==> src/design/kcp_pkg.sv <==
package kcp_pkg;

    // Field widths of the query and result words.
    localparam int KCP_FIELD_W  = 20;
    localparam int KCP_ANSWER_W = 40;

    // A divisor term is a product of distinct primes of the modulus, so its
    // magnitude never exceeds the modulus; one more bit keeps headroom.
    localparam int KCP_MAG_W  = KCP_FIELD_W + 1;
    localparam int KCP_TERM_W = KCP_MAG_W + 1;

    // Trial divisors never exceed the square root of a 20-bit value plus one.
    localparam int KCP_TRIAL_W = KCP_FIELD_W / 2 + 1;

    // Signed running sum of the inclusion-exclusion count.
    localparam int KCP_SUM_W = KCP_ANSWER_W + 8;

    // Default build settings.
    localparam int                     KCP_MAX_PRIMES  = 7;
    localparam logic [KCP_ANSWER_W-1:0] KCP_SEARCH_HIGH = 40'd1000000000000;

    // Sequencer states.
    typedef enum logic [3:0] {
        ST_IDLE,
        ST_FAC,
        ST_FAC_WAIT,
        ST_BUILD,
        ST_CNT_RD,
        ST_CNT_GO,
        ST_CNT_WAIT,
        ST_CNT_END,
        ST_SEARCH,
        ST_DONE
    } kcp_state_t;

    // Request to the bit-serial divider.
    typedef struct packed {
        logic                    start;
        logic [KCP_ANSWER_W-1:0] dividend;
        logic [KCP_MAG_W-1:0]    divisor;
    } kcp_div_req_t;

    // Response from the bit-serial divider.
    typedef struct packed {
        logic                    done;
        logic [KCP_ANSWER_W-1:0] quotient;
        logic [KCP_MAG_W-1:0]    remainder;
    } kcp_div_rsp_t;

endpackage

==> src/design/kcp_divider.sv <==
module kcp_divider
    import kcp_pkg::*;
(
    input  logic         clk,
    input  logic         rst_n,
    input  kcp_div_req_t req,
    output kcp_div_rsp_t rsp
);

    localparam int STEP_W = $clog2(KCP_ANSWER_W + 1);

    logic                    busy_reg, busy_next;
    logic                    done_reg, done_next;
    logic [STEP_W-1:0]       step_reg, step_next;
    logic [KCP_ANSWER_W-1:0] quo_reg, quo_next;
    logic [KCP_MAG_W-1:0]    rem_reg, rem_next;
    logic [KCP_MAG_W-1:0]    dvs_reg, dvs_next;

    logic [KCP_MAG_W:0] trial;
    logic [KCP_MAG_W:0] trial_diff;
    logic               trial_ge;

    // One restoring step: bring down the next dividend bit and try a subtract.
    assign trial      = {rem_reg, quo_reg[KCP_ANSWER_W-1]};
    assign trial_ge   = trial >= {1'b0, dvs_reg};
    assign trial_diff = trial - {1'b0, dvs_reg};

    always_comb
    begin
        busy_next = busy_reg;
        done_next = 1'b0;
        step_next = step_reg;
        quo_next  = quo_reg;
        rem_next  = rem_reg;
        dvs_next  = dvs_reg;
        if (req.start)
        begin
            busy_next = 1'b1;
            step_next = '0;
            quo_next  = req.dividend;
            rem_next  = '0;
            dvs_next  = req.divisor;
        end
        else if (busy_reg)
        begin
            quo_next = {quo_reg[KCP_ANSWER_W-2:0], trial_ge};
            rem_next = trial_ge ? trial_diff[KCP_MAG_W-1:0] : trial[KCP_MAG_W-1:0];
            step_next = step_reg + STEP_W'(1);
            if (step_reg == STEP_W'(KCP_ANSWER_W - 1))
            begin
                busy_next = 1'b0;
                done_next = 1'b1;
            end
        end
    end

    // Control state.
    always_ff @(posedge clk or negedge rst_n)
    begin
        if (!rst_n)
        begin
            busy_reg <= 1'b0;
            done_reg <= 1'b0;
            step_reg <= '0;
        end
        else
        begin
            busy_reg <= busy_next;
            done_reg <= done_next;
            step_reg <= step_next;
        end
    end

    // Datapath shift registers.
    always_ff @(posedge clk)
    begin
        quo_reg <= quo_next;
        rem_reg <= rem_next;
        dvs_reg <= dvs_next;
    end

    assign rsp.done      = done_reg;
    assign rsp.quotient  = quo_reg;
    assign rsp.remainder = rem_reg;

endmodule

==> config.mk <==
export PLATFORM = sky130hd
export DESIGN_NAME = kcp_divider
export DESIGN_NICKNAME = d
export VERILOG_FILES = /design/src/design/kcp_pkg.sv /design/src/design/kcp_divider.sv
export SDC_FILE = /design/constraint.sdc
export NUM_CORES = 1
export LEC_CHECK = 0
export ABC_AREA = 1
export BUFFER_PORTS_ARGS = -buffer_cell sky130_fd_sc_hd__buf_2
export CAP_MARGIN = 20
export CORE_MARGIN = 5
export CORE_UTILIZATION = 50
export DETAILED_ROUTE_END_ITERATION = 10
export PLACE_DENSITY = 0.75
export SYNTH_ARGS = -nofsm -noshare
export SYNTH_HDL_FRONTEND = slang
export SYNTH_SLANG_ARGS = --single-unit
export TNS_END_PERCENT = 10
==> constraint.sdc <==
create_clock -name clk -period 4.2 [get_ports clk]
set_input_delay 0.84 -clock clk [delete_from_list [all_inputs] [get_ports clk]]
set_output_delay 0.84 -clock clk [all_outputs]
set_load 0.05 [all_outputs]
After elaboration in Yosys (flattened, before gate mapping):

Cells that the tools add are included.

* input port bits: 64
* output and inout port bits: 62
* word-level logic and storage cells: 22
* bits in registers: 90

* magnitude comparators: 1
* multiplexer cells: 11
* reduce and logical (&&, ||, !) cells: 1
* $add $sub $neg: 2
* eq/ne operators: 1

Operators by type and width (number)
* $mux W40: 2
* $ge A22 B21 Y1: 1
* $mux W21: 1
* $sub A21 B21 Y21: 1
* $mux W6: 2
* $add A6 B1 Y6 const B: 1
* $eq A6 B6 Y1 const B: 1
* $mux W1: 6
* $reduce_bool A2 Y1: 1

Longest topological paths before layout:

Gate-level depths: netlist (run 1).

* word-level depth: 4
* mapped depth: 15
* depth with buffers taken out: 14

Least setup slack after synthesis (run 1):

OpenSTA, ideal clock, no wires.

* path kind: input port to flip-flop
* from: in req[61] in the netlist's numbering
* to: reg quo_reg[0], enable pin
* buffers on the path: 1
* required time: 3.800 ns
* arrival: 2.067 ns
* slack: 1.733 ns
* cell stages on the path: 3
* library setup time: 0.400 ns
* cell sequence: clkbuf_1 nor2_1 inv_1

* cells in the longest elaborated chain, start to end: 1

Ends and longest elaborated chain
* start, declared: line kcp_divider.sv:6 `input kcp_div_req_t req,`
* $reduce_bool A2 Y1 (no line)
* end signal, assigned: line kcp_divider.sv:77 `quo_reg <= quo_next;`
* end, declared: line kcp_divider.sv:15 `logic [KCP_ANSWER_W-1:0] quo_reg, quo_next;`

No other way between the ends.
A chain may end at the register's enable or synchronous reset.

Worst setup path after layout (run 1):

* from: reg quo_reg[39]
* to: reg rem_reg[0]

* cells in the longest elaborated chain, start to end: 2
* elaborated cells between the ends (all ways): 3
* classes of those cells: add/sub: 1; order compare: 1; mux: 1

Ends and longest elaborated chain
* $sub A21 B21 Y21 / $ge A22 B21 Y1 (equally long branches): line kcp_divider.sv:26, kcp_divider.sv:25
* $mux W21 *: line kcp_divider.sv:47 `rem_next = trial_ge ? trial_diff[KCP_MAG_W-1:0] : trial[KCP_MAG_W-1:0];`
* end signal, assigned: line kcp_divider.sv:78 `rem_reg <= rem_next;`
* end, declared: line kcp_divider.sv:16 `logic [KCP_MAG_W-1:0] rem_reg, rem_next;`

Mark *: on every way between the ends. The rest lies on a longest branch, timed or not.

==> results of run 1 <==
through the flow:
step | std cells | hold slack [ns]
after detailed placement | 931 | 0.476
final | 947 | 0.300
after global placement | 931 | 0.469
after global routing | 947 | 0.303
after CTS | 947 | 0.286
after floorplan | 686 | 0.496
worst max-delay path: cells and delay by family, from the launching register on:
family | cells | cell delay (ns)
adders and majority gates | 2 | 0.62
and+or+nand+nor | 8 | 1.12
buffers and inverters | 2 | 0.18
AOI/OAI and AO/OA | 1 | 0.09
DFF | 1 | 0.40
routing by layer:
metal	vias to the layer above	share of wire, %	GRT usage (%)	routed length, um
met4	0	1.7	7.45	217
met3	16	8.4	5.08	1060
met2	185	47	33.4	5900
met1	2135	43	25.4	5380
met5	-	0	0	0
li1	2400	-	-	-
area by class of cell:
class,count,share of cell area [%]
multi-input cells,478,37.9
repair buffers,129,10.5
inverters,98,5.91
clock buffers,10,2.05
clock inverters,6,1.45
flip-flops and latches,90,39.4
well taps,136,2.73
cells in the mapped netlist, types with 2 or more instances:
| cell | n |
|---|---|
| nor3_1 | 6 |
| nor2_2 | 3 |
| a21oi_1 | 16 |
| nand3_1 | 51 |
| o21ai_0 | 4 |
| nand2_1 | 277 |
| nand3_2 | 10 |
| nor2_1 | 35 |
| inv_1 | 96 |
| buf_6 | 4 |
| nor2_4 | 2 |
| xnor2_1 | 7 |
| nand2_4 | 2 |
| o21ai_1 | 8 |
| nand3b_1 | 11 |
| ha_1 | 22 |
| xor2_1 | 2 |
| clkbuf_1 | 9 |
| dfxtp_1 | 21 |
| nand2_2 | 10 |
| buf_1 | 3 |
| dfrtp_1 | 8 |
| edfxtp_1 | 61 |
| nand4_1 | 3 |
| buf_4 | 3 |
where the power goes:
group / total [W] / internal, W / switching, W
logic: 0.00171 / 0.000520 / 0.00119
registers: 0.00118 / 0.00108 / 0.0000958
clock network: 0.000666 / 0.000339 / 0.000327
cell families (layout without fill, tap and decap cells):
kind of cell	Yosys count	count (layout)	synth area share, %
buffers and inverters	118	243	9.16
DFF	90	90	46.3
xor gates and xnor gates	9	9	1.49
adders and majority gates	23	23	5.57
and+or+nand+nor	413	413	34.1
AOI/OAI and AO/OA	33	33	3.38
path summary, 6_finish.rpt:
kind | startpoint | to | cells past startpoint
worst max-delay path | quo_reg[39] | rem_reg[0] | 13
min in group clk | rem_reg[14] | rem_reg[14] | 2
worst min register to register | rem_reg[14] | rem_reg[14] | 2
worst min-delay path | rst_n | step_reg[4] | 1
worst max register to register | quo_reg[39] | rem_reg[0] | 13
max in group asynchronous | rst_n | step_reg[5] | 1
cell usage in the layout, fill, tap and decap left out, drive strengths merged, types with 8 or more instances in the layout:
cell type / n
ha: 22
inv: 99
nor2: 40
edfxtp: 61
dfrtp: 8
a21oi: 17
o21ai: 12
nand2: 289
clkbuf: 10
nand3b: 11
dfxtp: 21
nand3: 61
buf: 129
==> out/qor.txt, run 1 <==
Outcome - complete, no violations
Critical Path, Cell by Cell - inv_1 > ha_1 > inv_1 > fa_1 > nand2_1 > nand3_2 > nand2_1 > nand2_2 > nand2_4 > nand2_4 > nand2_1 > nand3_1 > o21ai_1
Final period utilization - 59.5%
Total power - 0.00355 W
Number of flops mapped to enable cells by yosys - 61
Die Footprint - 12800 um^2
Drt drc - 0
Setup_tns - 0 ns
GR Overflow Total - 0
Post-Syn Area - 5300 um^2
Num CTS Buffers - 9
Rel. slew slack - 36.7%
Slowest stage delay, CP - 0.45 ns
Slowest CP cell - fa_1
Dpl cell area - 6010 um^2
Overall routing resource usage - 20.1%
Largest net degree at the start of global routing - 49
R2r setup slk - 1.70 ns
Vias post-DR - 4736
Sequential fraction of the synthesis area - 46.3%
Gate count after technology mapping - 686
Count of state elements after synthesis - 90
Final Hold Viols - 0
Maximum clock path buffer count - 2
Layout fillers - 951
Leak - 3.35 nW
First-pass GRT wire length - 20.9 mm
Postcts setup bufs - 0
H-Tree Level Count - 3
Cell Rows - 37
GPL Wtd Cong - 0.951
Overall die height - 113 um
Synth warnings - 0
Core Util, Final - 60.3%
Main flop type after synthesis - edfxtp_1
Routed Antenna Nets - 0
I/O pin count - 126
Largest cells by area after synthesis - edfxtp_1 (35%), nand2_1 (20%), dfxtp_1 (7.9%)
CTS tree - done
Hold Path Class - in2async
Final max-slew violation count - 0
Mapped Nets - 773
Multi-input logic area - 2360 um^2
Final WL - 12.6 mm
Crit end category - flop
Starting Density - 51.3%
WP data arrival - 2.80 ns
RSZ-0062 raised after global routing - false
PostCTS Resize Cnt - 0
FMAX - 400 MHz
DRT iter0 DRCs - 235
Slew @ Worst Pin - 0.948 ns
CTS clk-pin slew, worst paths - 0.10 ns
Clock root buffer master - clkbuf_8
Antenna diodes - 0
Layout area overhead - 17.5%
Asr flop ratio synth - 8.89%
Clock Skew - 0.0105 ns
Via density per instance - 5.00
DP HPWL - 9.37 mm
Min Clock Period, post-route - 2.50 ns
Post-CTS Hold Buffers - 0
Drt pass-1 iters - 5
Sequential cell area - 2450 um^2
Crit Path Max Fanout - 24
Max VDD drop - 256 uV
Input/output buffers - 125
Clk sinks - 90
CP startpoint kind - flop
Layout cells sized above 1 - 21.6%
Final setup fails - 0
Die Span X - 113 um
Vias in the first global route - 4544
Clock Latency Late Sink - 0.37 ns
Core area - 10300 um^2
Net count, final - 893
Post-Syn Area per Cell - 7.72 um^2
Mean routed wirelength per cell - 13.3 um
Final instance area - 6220 um^2
Place WS - 1.73 ns
PwrDens - 571 nW/um^2
PnR worst setup slack - 1.70 ns
WS Path Type - reg2reg
Critical path required time - 4.50 ns
Area fraction of the dominant cell type after synthesis - 34.6%
Number of flip-flops under the largest register name - 40
Crit path top cell by count - nand2_1
Antenna violations before repair - 0
Yosys cell types - 37
Max Cap Viol - 0
Yosys top cell by area - edfxtp_1
(Power assumes the default switching activity.)
==> inputs of run 2 (changes only) <==
==> constraint.sdc (replaced) <==
create_clock -name clk -period 2.3 [get_ports clk]
set_input_delay 0.46 -clock clk [delete_from_list [all_inputs] [get_ports clk]]
set_output_delay 0.46 -clock clk [all_outputs]
set_load 0.05 [all_outputs]
==> run 2 against run 1 <==
  * Critical path depth is the same
  * Cell count grew 1.2%
  * Die area is the same
  * Sequential power grew 83%
  * Global-route usage shrank 0.31 points
  * Via count shrank 0.21%
  * Sequential cell count is the same
  * Final area grew 1.7%
  * Non-clock buffer count grew 10
  * Maximum frequency grew 16%
  * Critical endpoint is now rem_reg[7]
==> out/qor.txt, run 2 (synthesis gave the netlist of run 1 again) <==
Outcome - complete, no violations
Critical path required time - 2.56 ns (-1.94 ns)
Max VDD drop - 445 uV (+74%)
Rel. slew slack - 70.7% (+34 points)
Antenna diodes - 0 (unchanged)
Overall die height - 113 um (unchanged)
GR Overflow Total - 0 (unchanged)
Min Clock Period, post-route - 2.15 ns (-0.349 ns)
CTS tree - done
Highest-count cells in the layout ignoring fill and taps - nand2_1 (275), buf_2 (125), inv_1 (95)
GPL Wtd Cong - 0.977 (+2.8%)
Core Util, Final - 61.3% (+1.1 points)
Die Span X - 113 um (unchanged)
Overall routing resource usage - 19.8% (-0.31 points)
Part of the power in registers - 34.1% (+0.9 points)
Final WL - 12.7 mm (+1.2%)
Vias in the first global route - 4600 (+1.2%)
CP startpoint kind - flop
Clock root buffer master - clkbuf_8
RSZ-0062 raised after global routing - false
Final setup fails - 0 (unchanged)
Net count, final - 904 (+1.2%)
Layout cells sized above 1 - 22.7% (+1.2 points)
Clock Latency Late Sink - 0.37 ns (about the same)
Most common cell after layout, fill and taps aside - nand2_1
Sw Share - 46.8% (+1.5 points)
Total power - 0.00633 W (+78%)
WP data arrival - 2.41 ns (-0.39 ns)
H-Tree Level Count - 3 (unchanged)
Die Footprint - 12800 um^2 (unchanged)
Antenna violations before repair - 0 (unchanged)
Final Hold Viols - 0 (unchanged)
Cell Rows - 37 (unchanged)
Switching power - 0.00296 W (+84%)
Input/output buffers - 125 (unchanged)
Num CTS Buffers - 9 (unchanged)
Drt drc - 0 (unchanged)
Maximum clock path buffer count - 2 (unchanged)
First-pass GRT wire length - 20.7 mm (-0.99%)
Pint - 0.00337 W (+74%)
Hold Path Class - in2reg
DP HPWL - 9.54 mm (+1.8%)
Routed Antenna Nets - 0 (unchanged)
Leak - 3.39 nW (+1.1%)
Largest net degree at the start of global routing - 43 (-12%)
Power share of the combinational group - 50.6% (+2.6 points)
Starting Density - 51.3% (unchanged)
Crit end category - flop
Final period utilization - 93.4% (+34 points)
Vias post-DR - 4726 (-0.21%)
Clock Power Share - 15.4% (-3.4 points)
DRT iter0 DRCs - 203 (-14%)
Setup_tns - 0 ns (unchanged)
Clk sinks - 90 (unchanged)
Mean routed wirelength per cell - 13.3 um (about the same)
Number of flip-flops under the largest register name - 40 (unchanged)
Final max-slew violation count - 0 (unchanged)
Clock Skew - 0.00867 ns (-0.00183 ns)
Crit Path Max Fanout - 8 (-67%)
FMAX - 465 MHz (+16%)
WS Path Type - reg2reg
Layout area overhead - 19.5%
PwrDens - 1000 nW/um^2 (+75%)
CTS clk-pin slew, worst paths - 0.09 ns (about the same)
Via density per instance - 4.93 (-1.4%)
Core area - 10300 um^2 (unchanged)
Layout fillers - 969 (+1.9%)
Slew @ Worst Pin - 0.440 ns (-0.508 ns)
I/O pin count - 126 (unchanged)
Drt pass-1 iters - 5 (unchanged)
Max Cap Viol - 0 (unchanged)
==> run 2: metal layers <==
| layer | up-vias | routed length (um) | GRT usage, % |
|---|---|---|---|
| li1 | 2421 | - | - |
| met1 | 2146 | 5450 | 24.4 |
| met2 | 145 | 6070 | 33.3 |
| met3 | 14 | 973 | 5.40 |
| met4 | 0 | 195 | 7.61 |
| met5 | - | 0 | 0 |
==> run 2: power groups by stage <==
stage          registers [W]  clock network [W]  logic (W)
6_report             0.00216           0.000974    0.00320
2_1_floorplan        0.00285                  0    0.00183
5_1_grt              0.00219            0.00108    0.00353
3_5_place_dp         0.00219                  0    0.00314
3_3_place_gp         0.00219                  0    0.00308
4_1_cts              0.00216            0.00101    0.00315
==> run 2: worst max-delay path, stage by stage, from the launching register on <==
cell      delay [ns]
edfxtp_1        0.39
inv_1           0.09
ha_1            0.17
inv_1           0.08
fa_2            0.38
nand2_1         0.10
nand3_2         0.09
nand2_2         0.12
nand2_4         0.10
nand2_8         0.12
buf_4           0.17
nand3_1         0.08
nand3_1         0.09
o21ai_1         0.07
==> run 2: path summary, 6_finish.rpt <==
| check | end | cells after the start | from | slack (ns) |
|---|---|---|---|---|
| setup reg to reg | rem_reg[7] | 13 | quo_reg[39] | 0.15 |
| hold / removal | dvs_reg[16] | 1 | req[16] | 0.26 |
| hold reg to reg | rem_reg[11] | 2 | rem_reg[11] | 0.49 |
| max in group asynchronous | step_reg[5] | 2 | rst_n | 1.68 |
| min in group asynchronous | step_reg[0] | 2 | rst_n | 0.45 |
| setup / recovery | rem_reg[7] | 13 | quo_reg[39] | 0.15 |
==> run 2: area by class of cell <==
class	count	area (um^2)	area share, %
inverters	98	368	5.81
clock inverters	6	40.0	0.632
flip-flops and latches	90	2450	38.7
repair buffers	139	771	12.2
well taps	136	170	2.69
multi-input cells	479	2400	38.0
clock buffers	10	128	2.02
==> run 2: repair_timing <==
| action | 4_1_cts | 5_1_grt |
|---|---|---|
| gates resized for setup | 0 | 6 |
| hold buffers | 1 | 0 |
| setup endpoints to repair | 0 | 21 |
| setup buffers | 0 | 3 |
| hold endpoints to repair | 8 | 0 |
==> run 2: stage by stage <==
stage	hold slack, ns	std cells	setup WS [ns]	area [um^2]
finish	0.262	958	0.151	6330
global route	0.231	958	0.00124	6330
CTS	0.247	954	0.107	6260
detailed placement	0.313	937	0.135	6080
global placement	0.306	937	0.240	6080
floorplan	0.164	686	0.0651	5300
